<file path="src/rtl/assert_macros.svh">
// Assertion helpers used by the RTL controller (mqmp_ctrl).
`ifndef ASSERT_MACROS_SVH
`define ASSERT_MACROS_SVH

// Property must hold at every rising clock edge outside reset.
`define ASSERT_AT(lbl, clk, rst, prop, msg) \
   lbl: assert property (@(posedge clk) disable iff (rst) (prop)) else $error(msg);

// Condition must never be seen at a rising clock edge outside reset.
`define ASSERT_NEVER(lbl, clk, rst, cond, msg) \
   lbl: assert property (@(posedge clk) disable iff (rst) !(cond)) else $error(msg);

`endif

</file>
<file path="src/rtl/mqmp_pkg.sv">
package mqmp_pkg;

   localparam int FUNC_W   = 2;
   localparam int JOB_W    = 20;
   localparam int PRIO_W   = 31;
   localparam int QUEUE_W  = 4;
   localparam int STATUS_W = 3;
   localparam int COUNT_W  = 7;

   typedef enum logic [FUNC_W-1:0] {
      FUNC_ADD     = 2'd0,
      FUNC_EXTRACT = 2'd1,
      FUNC_MOVE    = 2'd2
   } func_type;

   typedef enum logic [STATUS_W-1:0] {
      ST_ADDED     = 3'd0,
      ST_EXTRACTED = 3'd1,
      ST_EMPTY     = 3'd2,
      ST_MOVED     = 3'd3,
      ST_FULL      = 3'd4
   } status_type;

   typedef enum logic [2:0] {
      S_CLEAR  = 3'd0,
      S_IDLE   = 3'd1,
      S_SCAN   = 3'd2,
      S_DRAIN  = 3'd3,
      S_FINISH = 3'd4
   } state_type;

   typedef struct packed {
      logic               valid;
      logic [QUEUE_W-1:0] queue;
      logic [PRIO_W-1:0]  prio;
      logic [JOB_W-1:0]   job;
   } slot_type;

   typedef struct packed {
      func_type           func;
      logic [JOB_W-1:0]   job;
      logic [PRIO_W-1:0]  prio;
      logic [QUEUE_W-1:0] src;
      logic [QUEUE_W-1:0] tgt;
   } req_type;

   typedef struct packed {
      status_type         status;
      logic [JOB_W-1:0]   served_job;
      logic [COUNT_W-1:0] queue_count;
      logic [QUEUE_W-1:0] reported_queue;
   } rsp_type;

endpackage

</file>
<file path="src/rtl/multi_queue_mergeable_max_priority.sv">
// Several job queues kept in one shared table of JOB_SLOTS slots.
// Request channel (req_valid/req_ready) carries one word per operation:
// add a job to a queue, extract the highest-priority job of a queue, or
// move all jobs of one queue onto another. Every request gives exactly one
// response word on the rsp_valid/rsp_ready channel with a status, the
// extracted job id, and the count of the reported queue.
// Each operation scans the whole table once through a synchronous memory
// with one read and one write port, one slot per cycle. After the scan the
// controller passes through S_DRAIN and S_FINISH, the response is registered
// on leaving S_FINISH, and a new request is taken only back in S_IDLE.
// After reset the table is swept clean, one slot per cycle, through all
// JOB_SLOTS slots; req_ready stays low during that sweep.
// A finished response sits in an output register. The next request is
// accepted while it waits, but that request completes only once the
// receiver has taken the earlier response.
module multi_queue_mergeable_max_priority #(
   parameter int unsigned NUM_QUEUES = 16,
   parameter int unsigned JOB_SLOTS  = 64
) (
   input  logic                           clock,
   input  logic                           reset,
   input  logic                           req_valid,
   output logic                           req_ready,
   input  logic [mqmp_pkg::FUNC_W-1:0]    req_func,
   input  logic [mqmp_pkg::JOB_W-1:0]     req_job_id,
   input  logic [mqmp_pkg::PRIO_W-1:0]    req_priority_req,
   input  logic [mqmp_pkg::QUEUE_W-1:0]   req_source_queue,
   input  logic [mqmp_pkg::QUEUE_W-1:0]   req_target_queue,
   output logic                           rsp_valid,
   input  logic                           rsp_ready,
   output logic [mqmp_pkg::STATUS_W-1:0]  rsp_status,
   output logic [mqmp_pkg::JOB_W-1:0]     rsp_served_job,
   output logic [mqmp_pkg::COUNT_W-1:0]   rsp_queue_count,
   output logic [mqmp_pkg::QUEUE_W-1:0]   rsp_reported_queue
);
   import mqmp_pkg::*;

   localparam int unsigned AW = $clog2(JOB_SLOTS);

   logic          idle, start, done, rsp_free;
   req_type       req;
   rsp_type       result;
   rsp_type       rsp_ff;
   logic          rsp_valid_ff, rsp_valid_in;
   logic          mem_we, mem_re;
   logic [AW-1:0] mem_waddr, mem_raddr;
   slot_type      mem_wdata, mem_rdata;

   assign req_ready = idle;
   assign start     = req_valid && idle;
   assign rsp_free  = !rsp_valid_ff || rsp_ready;

   always_comb begin
      req.func = func_type'(req_func);
      req.job  = req_job_id;
      req.prio = req_priority_req;
      req.src  = req_source_queue;
      req.tgt  = req_target_queue;
   end

   mqmp_ctrl #(
      .NUM_QUEUES (NUM_QUEUES),
      .JOB_SLOTS  (JOB_SLOTS),
      .AW         (AW)
   ) u_ctrl (
      .clock     (clock),
      .reset     (reset),
      .start     (start),
      .req       (req),
      .rsp_free  (rsp_free),
      .idle      (idle),
      .done      (done),
      .result    (result),
      .mem_we    (mem_we),
      .mem_waddr (mem_waddr),
      .mem_wdata (mem_wdata),
      .mem_re    (mem_re),
      .mem_raddr (mem_raddr),
      .mem_rdata (mem_rdata)
   );

   mqmp_ram #(
      .DEPTH (JOB_SLOTS),
      .AW    (AW)
   ) u_ram (
      .clock (clock),
      .we    (mem_we),
      .waddr (mem_waddr),
      .wdata (mem_wdata),
      .re    (mem_re),
      .raddr (mem_raddr),
      .rdata (mem_rdata)
   );

   always_comb begin
      rsp_valid_in = rsp_valid_ff;
      if (done) begin
         rsp_valid_in = 1'b1;
      end else if (rsp_ready) begin
         rsp_valid_in = 1'b0;
      end
   end

   always_ff @(posedge clock) begin
      if (reset) begin
         rsp_valid_ff <= 1'b0;
      end else begin
         rsp_valid_ff <= rsp_valid_in;
      end
   end

   always_ff @(posedge clock) begin
      if (done) begin
         rsp_ff <= result;
      end
   end

   assign rsp_valid          = rsp_valid_ff;
   assign rsp_status         = rsp_ff.status;
   assign rsp_served_job     = rsp_ff.served_job;
   assign rsp_queue_count    = rsp_ff.queue_count;
   assign rsp_reported_queue = rsp_ff.reported_queue;

endmodule

</file>
<file path="src/rtl/mqmp_ram.sv">
module mqmp_ram #(
   parameter int unsigned DEPTH = 64,
   parameter int unsigned AW    = 6
) (
   input  logic                clock,
   input  logic                we,
   input  logic [AW-1:0]       waddr,
   input  mqmp_pkg::slot_type  wdata,
   input  logic                re,
   input  logic [AW-1:0]       raddr,
   output mqmp_pkg::slot_type  rdata
);
   import mqmp_pkg::*;

   slot_type mem [DEPTH];
   slot_type rdata_ff;

   always_ff @(posedge clock) begin
      if (we) begin
         mem[waddr] <= wdata;
      end
   end

   always_ff @(posedge clock) begin
      if (re) begin
         rdata_ff <= mem[raddr];
      end
   end

   assign rdata = rdata_ff;

endmodule

</file>
<file path="src/rtl/mqmp_ctrl.sv">
`include "assert_macros.svh"

module mqmp_ctrl #(
   parameter int unsigned NUM_QUEUES = 16,
   parameter int unsigned JOB_SLOTS  = 64,
   parameter int unsigned AW         = 6
) (
   input  logic               clock,
   input  logic               reset,
   input  logic               start,
   input  mqmp_pkg::req_type  req,
   input  logic               rsp_free,
   output logic               idle,
   output logic               done,
   output mqmp_pkg::rsp_type  result,
   output logic               mem_we,
   output logic [AW-1:0]      mem_waddr,
   output mqmp_pkg::slot_type mem_wdata,
   output logic               mem_re,
   output logic [AW-1:0]      mem_raddr,
   input  mqmp_pkg::slot_type mem_rdata
);
   import mqmp_pkg::*;

   state_type          state_ff, state_in;
   logic [AW-1:0]      idx_ff, idx_in;
   logic               idx_last;
   logic               rd_pend_ff;
   logic [AW-1:0]      rd_idx_ff;
   req_type            req_ff;
   logic [COUNT_W-1:0] count_ff;
   logic               hit_ff;
   logic [AW-1:0]      sel_idx_ff;
   logic [PRIO_W-1:0]  best_prio_ff;
   logic [JOB_W-1:0]   best_job_ff;

   logic src_ok, tgt_ok, move_on;
   logic src_match, tgt_match, count_hit, take, retag;

   assign idx_last = (idx_ff == AW'(JOB_SLOTS - 1));
   assign src_ok   = (32'(req_ff.src) < NUM_QUEUES);
   assign tgt_ok   = (32'(req_ff.tgt) < NUM_QUEUES);
   assign move_on  = (req_ff.src != req_ff.tgt) && src_ok && tgt_ok;

   // Next state.
   always_comb begin
      state_in = state_ff;
      case (state_ff)
         S_CLEAR:  if (idx_last) state_in = S_IDLE;
         S_IDLE:   if (start) state_in = S_SCAN;
         S_SCAN:   if (idx_last) state_in = S_DRAIN;
         S_DRAIN:  state_in = S_FINISH;
         S_FINISH: if (rsp_free) state_in = S_IDLE;
         default:  state_in = S_CLEAR;
      endcase
   end

   always_comb begin
      idx_in = idx_ff;
      if (state_ff == S_CLEAR || state_ff == S_SCAN) begin
         idx_in = idx_last ? '0 : idx_ff + AW'(1);
      end
   end

   // Per-slot evaluation of the word returned by the memory.
   always_comb begin
      src_match = mem_rdata.valid && (mem_rdata.queue == req_ff.src);
      tgt_match = mem_rdata.valid && (mem_rdata.queue == req_ff.tgt);
      retag     = 1'b0;
      case (req_ff.func)
         FUNC_ADD: begin
            count_hit = src_match;
            take      = !mem_rdata.valid && !hit_ff;
         end
         FUNC_EXTRACT: begin
            count_hit = src_match;
            take      = src_match && (!hit_ff || mem_rdata.prio > best_prio_ff);
         end
         FUNC_MOVE: begin
            // The target's count after the move covers both tags.
            count_hit = tgt_match || (move_on && src_match);
            take      = 1'b0;
            retag     = move_on && src_match;
         end
         default: begin
            count_hit = src_match;
            take      = 1'b0;
         end
      endcase
   end

   // Outputs: memory access and result.
   always_comb begin
      idle      = (state_ff == S_IDLE);
      done      = (state_ff == S_FINISH) && rsp_free;
      mem_re    = (state_ff == S_SCAN);
      mem_raddr = idx_ff;
      mem_we    = 1'b0;
      mem_waddr = sel_idx_ff;
      mem_wdata = '0;

      result.status         = ST_EMPTY;
      result.served_job     = '0;
      result.queue_count    = count_ff;
      result.reported_queue = req_ff.src;

      case (req_ff.func)
         FUNC_ADD: begin
            if (hit_ff && src_ok) begin
               result.status      = ST_ADDED;
               result.queue_count = count_ff + COUNT_W'(1);
            end else begin
               result.status = ST_FULL;
            end
         end
         FUNC_EXTRACT: begin
            if (hit_ff) begin
               result.status      = ST_EXTRACTED;
               result.served_job  = best_job_ff;
               result.queue_count = count_ff - COUNT_W'(1);
            end
         end
         FUNC_MOVE: begin
            result.status         = ST_MOVED;
            result.reported_queue = req_ff.tgt;
         end
         default: begin
            result.status = ST_EMPTY;
         end
      endcase

      if (state_ff == S_CLEAR) begin
         mem_we    = 1'b1;
         mem_waddr = idx_ff;
      end else if (rd_pend_ff && retag) begin
         mem_we          = 1'b1;
         mem_waddr       = rd_idx_ff;
         mem_wdata       = mem_rdata;
         mem_wdata.queue = req_ff.tgt;
      end else if (done && req_ff.func == FUNC_ADD && hit_ff && src_ok) begin
         mem_we          = 1'b1;
         mem_wdata.valid = 1'b1;
         mem_wdata.queue = req_ff.src;
         mem_wdata.prio  = req_ff.prio;
         mem_wdata.job   = req_ff.job;
      end else if (done && req_ff.func == FUNC_EXTRACT && hit_ff) begin
         // An all-zero word frees the slot.
         mem_we = 1'b1;
      end
   end

   always_ff @(posedge clock) begin
      if (reset) begin
         state_ff   <= S_CLEAR;
         idx_ff     <= '0;
         rd_pend_ff <= 1'b0;
      end else begin
         state_ff   <= state_in;
         idx_ff     <= idx_in;
         rd_pend_ff <= mem_re;
      end
   end

   always_ff @(posedge clock) begin
      rd_idx_ff <= idx_ff;
      if (start) begin
         req_ff   <= req;
         count_ff <= '0;
         hit_ff   <= 1'b0;
      end else if (rd_pend_ff) begin
         count_ff <= count_ff + COUNT_W'(count_hit);
         if (take) begin
            hit_ff       <= 1'b1;
            sel_idx_ff   <= rd_idx_ff;
            best_prio_ff <= mem_rdata.prio;
            best_job_ff  <= mem_rdata.job;
         end
      end
   end

   `ASSERT_NEVER(a_no_write_idle, clock, reset, state_ff == S_IDLE && mem_we, "memory written while idle")
   `ASSERT_AT(a_no_same_entry, clock, reset, mem_re && mem_we |-> mem_waddr != mem_raddr, "read and write hit one entry")
   `ASSERT_AT(a_read_from_scan, clock, reset, rd_pend_ff |-> $past(state_ff) == S_SCAN, "read data outside a scan")
   `ASSERT_AT(a_start_scan, clock, reset, start |=> state_ff == S_SCAN && count_ff == '0 && !hit_ff, "scan did not start clean")
   `ASSERT_AT(a_done_idle, clock, reset, done |=> state_ff == S_IDLE && !rd_pend_ff, "finish did not return to idle")

endmodule

</file>
<file path="config.mk">
export PLATFORM = sky130hd
export DESIGN_NAME = multi_queue_mergeable_max_priority
export DESIGN_NICKNAME = d
export VERILOG_FILES = /design/src/rtl/mqmp_pkg.sv /design/src/rtl/multi_queue_mergeable_max_priority.sv /design/src/rtl/mqmp_ram.sv /design/src/rtl/mqmp_ctrl.sv
export VERILOG_INCLUDE_DIRS = /design/src /design/src/rtl
export SDC_FILE = /design/constraint.sdc
export NUM_CORES = 2
export LEC_CHECK = 0
export ABC_CLOCK_PERIOD_IN_PS = 21000
export BUFFER_PORTS_ARGS = -buffer_cell sky130_fd_sc_hd__buf_4
export CORE_ASPECT_RATIO = 0.75
export CORE_MARGIN = 10
export CORE_UTILIZATION = 45
export DETAILED_ROUTE_END_ITERATION = 12
export MAX_ROUTING_LAYER = met4
export PLACE_DENSITY_LB_ADDON = 0.1
export SYNTH_ARGS = -nofsm -noshare
export SYNTH_HDL_FRONTEND = slang
export SYNTH_HIERARCHICAL = 1
export SYNTH_SLANG_ARGS = --single-unit
</file>
<file path="constraint.sdc">
create_clock -name clock -period 21 [get_ports clock]
set_input_delay 2.1 -clock clock [delete_from_list [all_inputs] [get_ports clock]]
set_output_delay 2.1 -clock clock [all_outputs]
set_load 0.02 [all_outputs]
</file>
== Word level (Yosys, flattened, before mapping) ==
Memories as Yosys holds them, arrays and structs flattened. A register that Yosys moved wholly into a read port is not among the register bits.
Index checks and enable logic that the tools add are counted.
Storage, ports and cells
  output and inout port bits: 36
  register bits after elaboration: 177
  logic and storage cells: 94
  memories: 1
  memory bits (writable): 3584
Memories
  u_ram.mem: depth 64, width 56, read ports 1, clocked after Yosys merged registers in 1, write ports 1, line mqmp_ram.sv:15  | slot_type mem [DEPTH];
Operators by class
  equal/unequal tests: 14
  add/subtract/negate cells: 4
  reductions and logical operators: 26
  multiplexer cells: 28
  bitwise gates (word level): 1
  order comparisons: 1
Operators by type and width (count)
  2-to-1 mux 56 bit: 3
  > comparator 31 bit: 1
  2-to-1 mux 29 bit: 1
  2-to-1 mux 6 bit: 3
  2-to-1 mux 3 bit: 5
  case mux 3 bit (5 select lines): 1
  case mux 7 bit (2 select lines): 1
  logical AND 1 bit: 12
  2-to-1 mux 1 bit: 10
  case mux 3 bit (3 select lines): 1
  == test 4 bit: 2
  != test 2 x 1 -> 1 bit, second input constant: 4
  adder 7 x 1 -> 7 bit: 1
  adder 7 x 1 -> 7 bit, second input constant: 1
  2-to-1 mux 7 bit: 1
  subtractor 7 x 1 -> 7 bit, second input constant: 1
  adder 6 x 1 -> 6 bit, second input constant: 1
  == test 3 x 2 -> 1 bit, second input constant: 2
  == test 6 bit, second input constant: 1
  logical OR 1 bit: 4
  2-to-1 mux 4 bit: 1
  != test 4 bit: 1
  AND reduction 2 bit: 2
  AND reduction 4 bit: 1
  other kinds (11): 13

== Depth between registers and ports, before layout ==
  word-level depth: 11
  gate-level depth with buffers: 11
  depth with buffers taken out: 10

== Cells and area by module ==
The synthesis kept the hierarchy.
Modules (own cells, without submodules)
  mqmp_ram: cells an instance 5949, area each 137544.4 um^2, times used 1
  mqmp_ctrl: cells an instance 647, area each 6993.0 um^2, times used 1
  multi_queue_mergeable_max_priority: cells an instance 39, area each 1073.5 um^2, times used 1

== Least setup slack after synthesis ==
Ideal clock, no wire load.
  path kind: input port to flip-flop
  start: in rsp_ready
  end: mem u_ram/mem[49][0] in the netlist's numbering (enable)
  arrival time: 7436 ps
  stages: 7
  path slack: 13026 ps
  path buffers: 0
  setup time: 538 ps
  path through: nand2b_4 -> and4bb_2 -> nand2_1 -> nand3_1 -> nor2b_1 -> nand4_1 -> nor3_1
Between the ends
  longest elaborated chain between the ends: 10
RTL lines
  start, declared: line multi_queue_mergeable_max_priority.sv:30  | input logic rsp_ready,
  logical OR 1 bit *: line multi_queue_mergeable_max_priority.sv:51  | assign rsp_free = !rsp_valid_ff || rsp_ready;
  logical AND 1 bit *: line mqmp_ctrl.sv:95  | done = (state_ff == S_FINISH) && rsp_free;
  via done: line multi_queue_mergeable_max_priority.sv:40  | logic idle, start, done, rsp_free;
  logical AND 1 bit (2 in series): line mqmp_ctrl.sv:146  | end else if (done && req_ff.func == FUNC_EXTRACT && hit_ff) begin
  2-to-1 mux 1 bit: line mqmp_ctrl.sv:146
  2-to-1 mux 1 bit *: line mqmp_ctrl.sv:140  | end else if (done && req_ff.func == FUNC_ADD && hit_ff && src_ok) begin
  2-to-1 mux 1 bit *: line mqmp_ctrl.sv:135  | end else if (rd_pend_ff && retag) begin
  2-to-1 mux 1 bit *: line mqmp_ctrl.sv:132  | if (state_ff == S_CLEAR) begin
  via mem_we: line multi_queue_mergeable_max_priority.sv:45  | logic mem_we, mem_re;
  2-to-1 mux 1 bit *: line mqmp_ram.sv:19  | if (we) begin
  2-to-1 mux 1 bit (not written as such) *: line mqmp_ram.sv:20  | mem[waddr] <= wdata;
  end, declared: line mqmp_ram.sv:15
The timed path passes the listed nets; every way through them passes the cells marked *.

== Worst setup path after layout ==
  start: in rsp_ready
  end: mem u_ram/mem[58][45] in the netlist's numbering (enable)
Between the ends
  longest elaborated chain between the ends: 10
RTL lines (line)
  logical OR 1 bit *: multi_queue_mergeable_max_priority.sv:51
  via rsp_free: multi_queue_mergeable_max_priority.sv:40
  logical AND 1 bit *: mqmp_ctrl.sv:95
  via done: multi_queue_mergeable_max_priority.sv:40
  logical AND 1 bit (2 in series): mqmp_ctrl.sv:146
  2-to-1 mux 1 bit: mqmp_ctrl.sv:146
  2-to-1 mux 1 bit *: mqmp_ctrl.sv:140
  2-to-1 mux 1 bit *: mqmp_ctrl.sv:135
  2-to-1 mux 1 bit *: mqmp_ctrl.sv:132
  via mem_we: multi_queue_mergeable_max_priority.sv:45
  2-to-1 mux 1 bit *: mqmp_ram.sv:19
  2-to-1 mux 1 bit (not written as such) *: mqmp_ram.sv:20
Marked as above.

==> impl_results.md <==
* Outcome: finished, final reports clean
* H-tree Lvls at 5
* R2R setup slack at 14.85 ns
* FF-to-FF Start: u_ctrl/req_ff[59]$_DFFE_PP_
* Minimum clock period at 6.195 ns
* Post-cts hold buffer count at 0
* Die footprint at 347000 um^2
* DR iter-0 viols at 10.53k
* Total nets after synthesis at 6736
* Yosys top cell area share at 0.7820
* Largest net degree at the start of global routing at 98
* Leakage at 0.04284 uW
* FP Rows at 180
* Top FF cell, synth: edfxtp_1
* Top post-synthesis cells by area: edfxtp_1 78%, mux4_2 12%, mux2i_1 1.5%, o22ai_1 1.1%, nand2_1 0.59%
* RSZ-0062 raised after global routing: no
* Setup tns final at 0 ns
* Synth Area in Simple Gates at 0.01934
* Relative slew slack at 0.03958
* Wire length per cell at 37.52 um
* IO buf count at 100
* R2R cell count at 10
* Post-synth ARST share at 0
* Final HPWL DP at 256400 um
* Worst hold path type: reg2reg
* Crit path launch: rsp_ready
* Post-synthesis xor/xnor area fraction at 0.001444
* Largest family of logic cells by synthesized area: multiplexers
* Multiplexer share of the synthesized area at 0.1417
* Seq/Total Area, Yosys at 0.7854
* Mapped Area at 145600 um^2
* Initial antenna violation count at 37
* Critical Path RT at 21.53 ns
* Post-synth EDFFs at 3792
* GR Overflow Total at 0
* Clk_skew at 0.05295 ns
* CP Launch Type: input port
* Resize count post-CTS at 0
* CP max FO at 37
* Adder-Cell Fraction of Synth Area at 0.003093
* Worst-Margin Slew at 1.427 ns
* # clock sinks at 3817
* Initial Util at 0.4531
* Post-route DRC at 0
* Avg Vias per Cell at 6.294
* Crit path DAT at 6.72 ns
* CTS buffer count at 371
* Vias in the first global route at 70.70k
* Area of the multi-input gates at 30090 um^2
* Reg2reg end: u_ram/mem[37][33]$_DFFE_PP_
* Worst setup path endpoint: u_ram/mem[58][45]$_DFFE_PP_
* Startpoint of the worst hold path: u_ctrl/rd_idx_ff[4]$_DFF_P_
* Pwr/cell area at 94.40 nW/um^2
* Fin. Hold Viols at 0
* Yosys warning count at 6
* Fraction of layout cells with a size suffix above 1 at 0.2586
* FF+latch area at 114400 um^2
* Crit Path Category: in2reg
* Total power at 15540 uW
* Flops & latches, synth at 3817
* Max-Cap Viols at 0
* Slew Viols, Final at 0
* First-pass GRT wire length at 598200 um
* All-layer global routing usage at 0.2526
* Dpl cell area at 152800 um^2
* Post-CTS setup buffers at 0
* Clock slew seen by the registers of the worst setup and hold paths at 0.06 ns
* Clock tree root driver cell: clkbuf_16
* FILL cells at 25.21k
* CTS tree: built
* Endpoints failing setup at 0
* Die width at 676.8 um
* Worst setup EP type: register
* Post-synth top area cell: edfxtp_1
* Post-Syn Instances at 6635
* Compound-Gate Fraction of Synth Area at 0.03340
* VDD IR-drop max at 0.00007035 V
* Max Clk Rate at 161.4 MHz
* DR pass1 iterations at 6
* Nets at 7100
* Clock buffer depth at 4
* Area Growth Syn to Fin at 13.07%
* Remaining antenna violation count at 0
* WL final at 434700 um
* Io pins at 101
* Die Ht at 512.6 um
* Syn Area/Cell at 21.95 um^2
* Core Footprint at 321400 um^2
* GP Congestion at 0.8444
* Clk Latency, worst-skew pair at 0.91 ns
* Fin crit share at 0.2950
* Post-synthesis cell type count at 67
* DR vias at 72.92k
* Finished Cell Area at 164600 um^2
worst min path at each step:
stage | endpoint | slack [ns] | cells past startpoint
floorplan | u_ctrl/rd_idx_ff[1]$_DFF_P_ | 0.39 | 0
global placement | u_ctrl/sel_idx_ff[4]$_DFFE_PP_ | 0.41 | 0
detailed placement | u_ctrl/sel_idx_ff[3]$_DFFE_PP_ | 0.42 | 0
CTS | u_ctrl/sel_idx_ff[4]$_DFFE_PP_ | 0.43 | 0
global route | u_ctrl/sel_idx_ff[3]$_DFFE_PP_ | 0.45 | 0
finish | u_ctrl/sel_idx_ff[4]$_DFFE_PP_ | 0.44 | 0
sequential cells by signal, indices dropped and copies added (netlist names), 4 cells and up:
register	cells
u_ctrl/req_ff	61
u_ctrl/best_job_ff	20
rsp_served_job	20
u_ctrl/rd_idx_ff	6
u_ram/mem	3584
u_ctrl/count_ff	7
u_ctrl/mem_raddr	6
rsp_queue_count	7
u_ctrl/best_prio_ff	31
u_ctrl/sel_idx_ff	6
u_ram/rdata	56
rsp_reported_queue	4
cell usage in the layout, fill, tap and decap left out, types with 52 or more instances in the layout:
master,synthesis,final
a21oi_4,0,55
a22oi_1,73,73
buf_4,73,358
clkbuf_1,139,80
clkbuf_16,0,382
clkinv_1,0,81
clkinv_2,0,66
edfxtp_1,3792,3792
mux2i_1,219,219
mux4_2,803,803
nand2_1,230,223
nor2_1,116,52
nor2_4,0,62
o21ai_0,52,52
o221ai_1,57,57
o22ai_1,253,253
Yosys cell counts, types with 5 or more instances:
library cell  instances
a31oi_1               6
nand2b_1             12
ha_1                 36
a21oi_1              52
o21ai_0              52
mux2_2               31
a21oi_2              40
a41o_1                9
dfxtp_1              25
and2_1               19
a22oi_1              73
inv_1                41
o211ai_1              6
buf_2               110
a211o_1              10
o21ai_1              20
nand4_1              32
nor3_1               11
mux2i_1             219
a311oi_1             22
nor2b_1              16
buf_4                73
mux4_2              803
or3_1                 9
nand3b_1              5
o22ai_1             253
and3_1               32
buf_6                35
a211oi_1             38
xnor2_1              16
clkbuf_1            139
nor2_1              116
buf_1                15
nand2_1             230
nand3_1              40
o211a_1               8
o221ai_1             57
nor4_1               39
or2_2                 5
edfxtp_1           3792
xor2_1                8
o21a_1               33
layout make-up:
cell class / instances / area share
diodes: 12 / 0.0001824
clock buffers: 464 / 0.06005
clock inverters: 207 / 0.01142
inverters: 41 / 0.0009803
multi-input cells: 2401 / 0.1827
flip-flops and latches: 3817 / 0.6948
well taps: 4277 / 0.03250
repair buffers: 367 / 0.01736
layer usage:
metal,share of wire,up-vias,wire length [um],GRT usage
li1,-,28860,-,-
met5,0,-,0,-
met3,0.088,508,38460,0.04412
met1,0.43,40020,188800,0.3721
met2,0.45,3534,196800,0.3714
met4,0.024,0,10600,0.05683
power by group:
group | internal (uW) | leakage (uW) | switching [uW]
logic | 226 | 0.00903 | 405
clock network | 3740 | 0.00574 | 2840
registers | 8310 | 0.0281 | 20.0
total | 12300 | 0.0428 | 3270
metrics by stage:
stage	std cells	hold slack, ns	setup WS (ns)	utilization
global placement	10900	0.4142	13.75	0.4754
finish	11590	0.4367	14.80	0.5123
CTS	11570	0.4334	14.81	0.5122
global route	11580	0.4466	14.59	0.5123
floorplan	6635	0.3853	13.03	-
detailed placement	10900	0.4165	13.84	0.4756
critical path: stages:
cell and delay, ns:
buf_4 0.09, nand2b_4 0.12, and4bb_2 1.05, nand2_1 0.25, nand3_1 0.33, nor2b_1 0.33, nand2_1 0.49, nor2_4 1.13
buf_4 0.74
cell families (layout without fill, tap and decap cells):
| logic type | after synthesis | after routing |
|---|---|---|
| DFF | 3817 | 3817 |
| muxes | 1053 | 1053 |
| AOI/OAI and AO/OA | 702 | 702 |
| and+or+nand+nor | 586 | 586 |
| buffers and inverters | 417 | 1079 |
| adders and majority gates | 36 | 36 |
| xor gates and xnor gates | 24 | 24 |
| other | 0 | 12 |
Power figures use the tool's default switching activity.
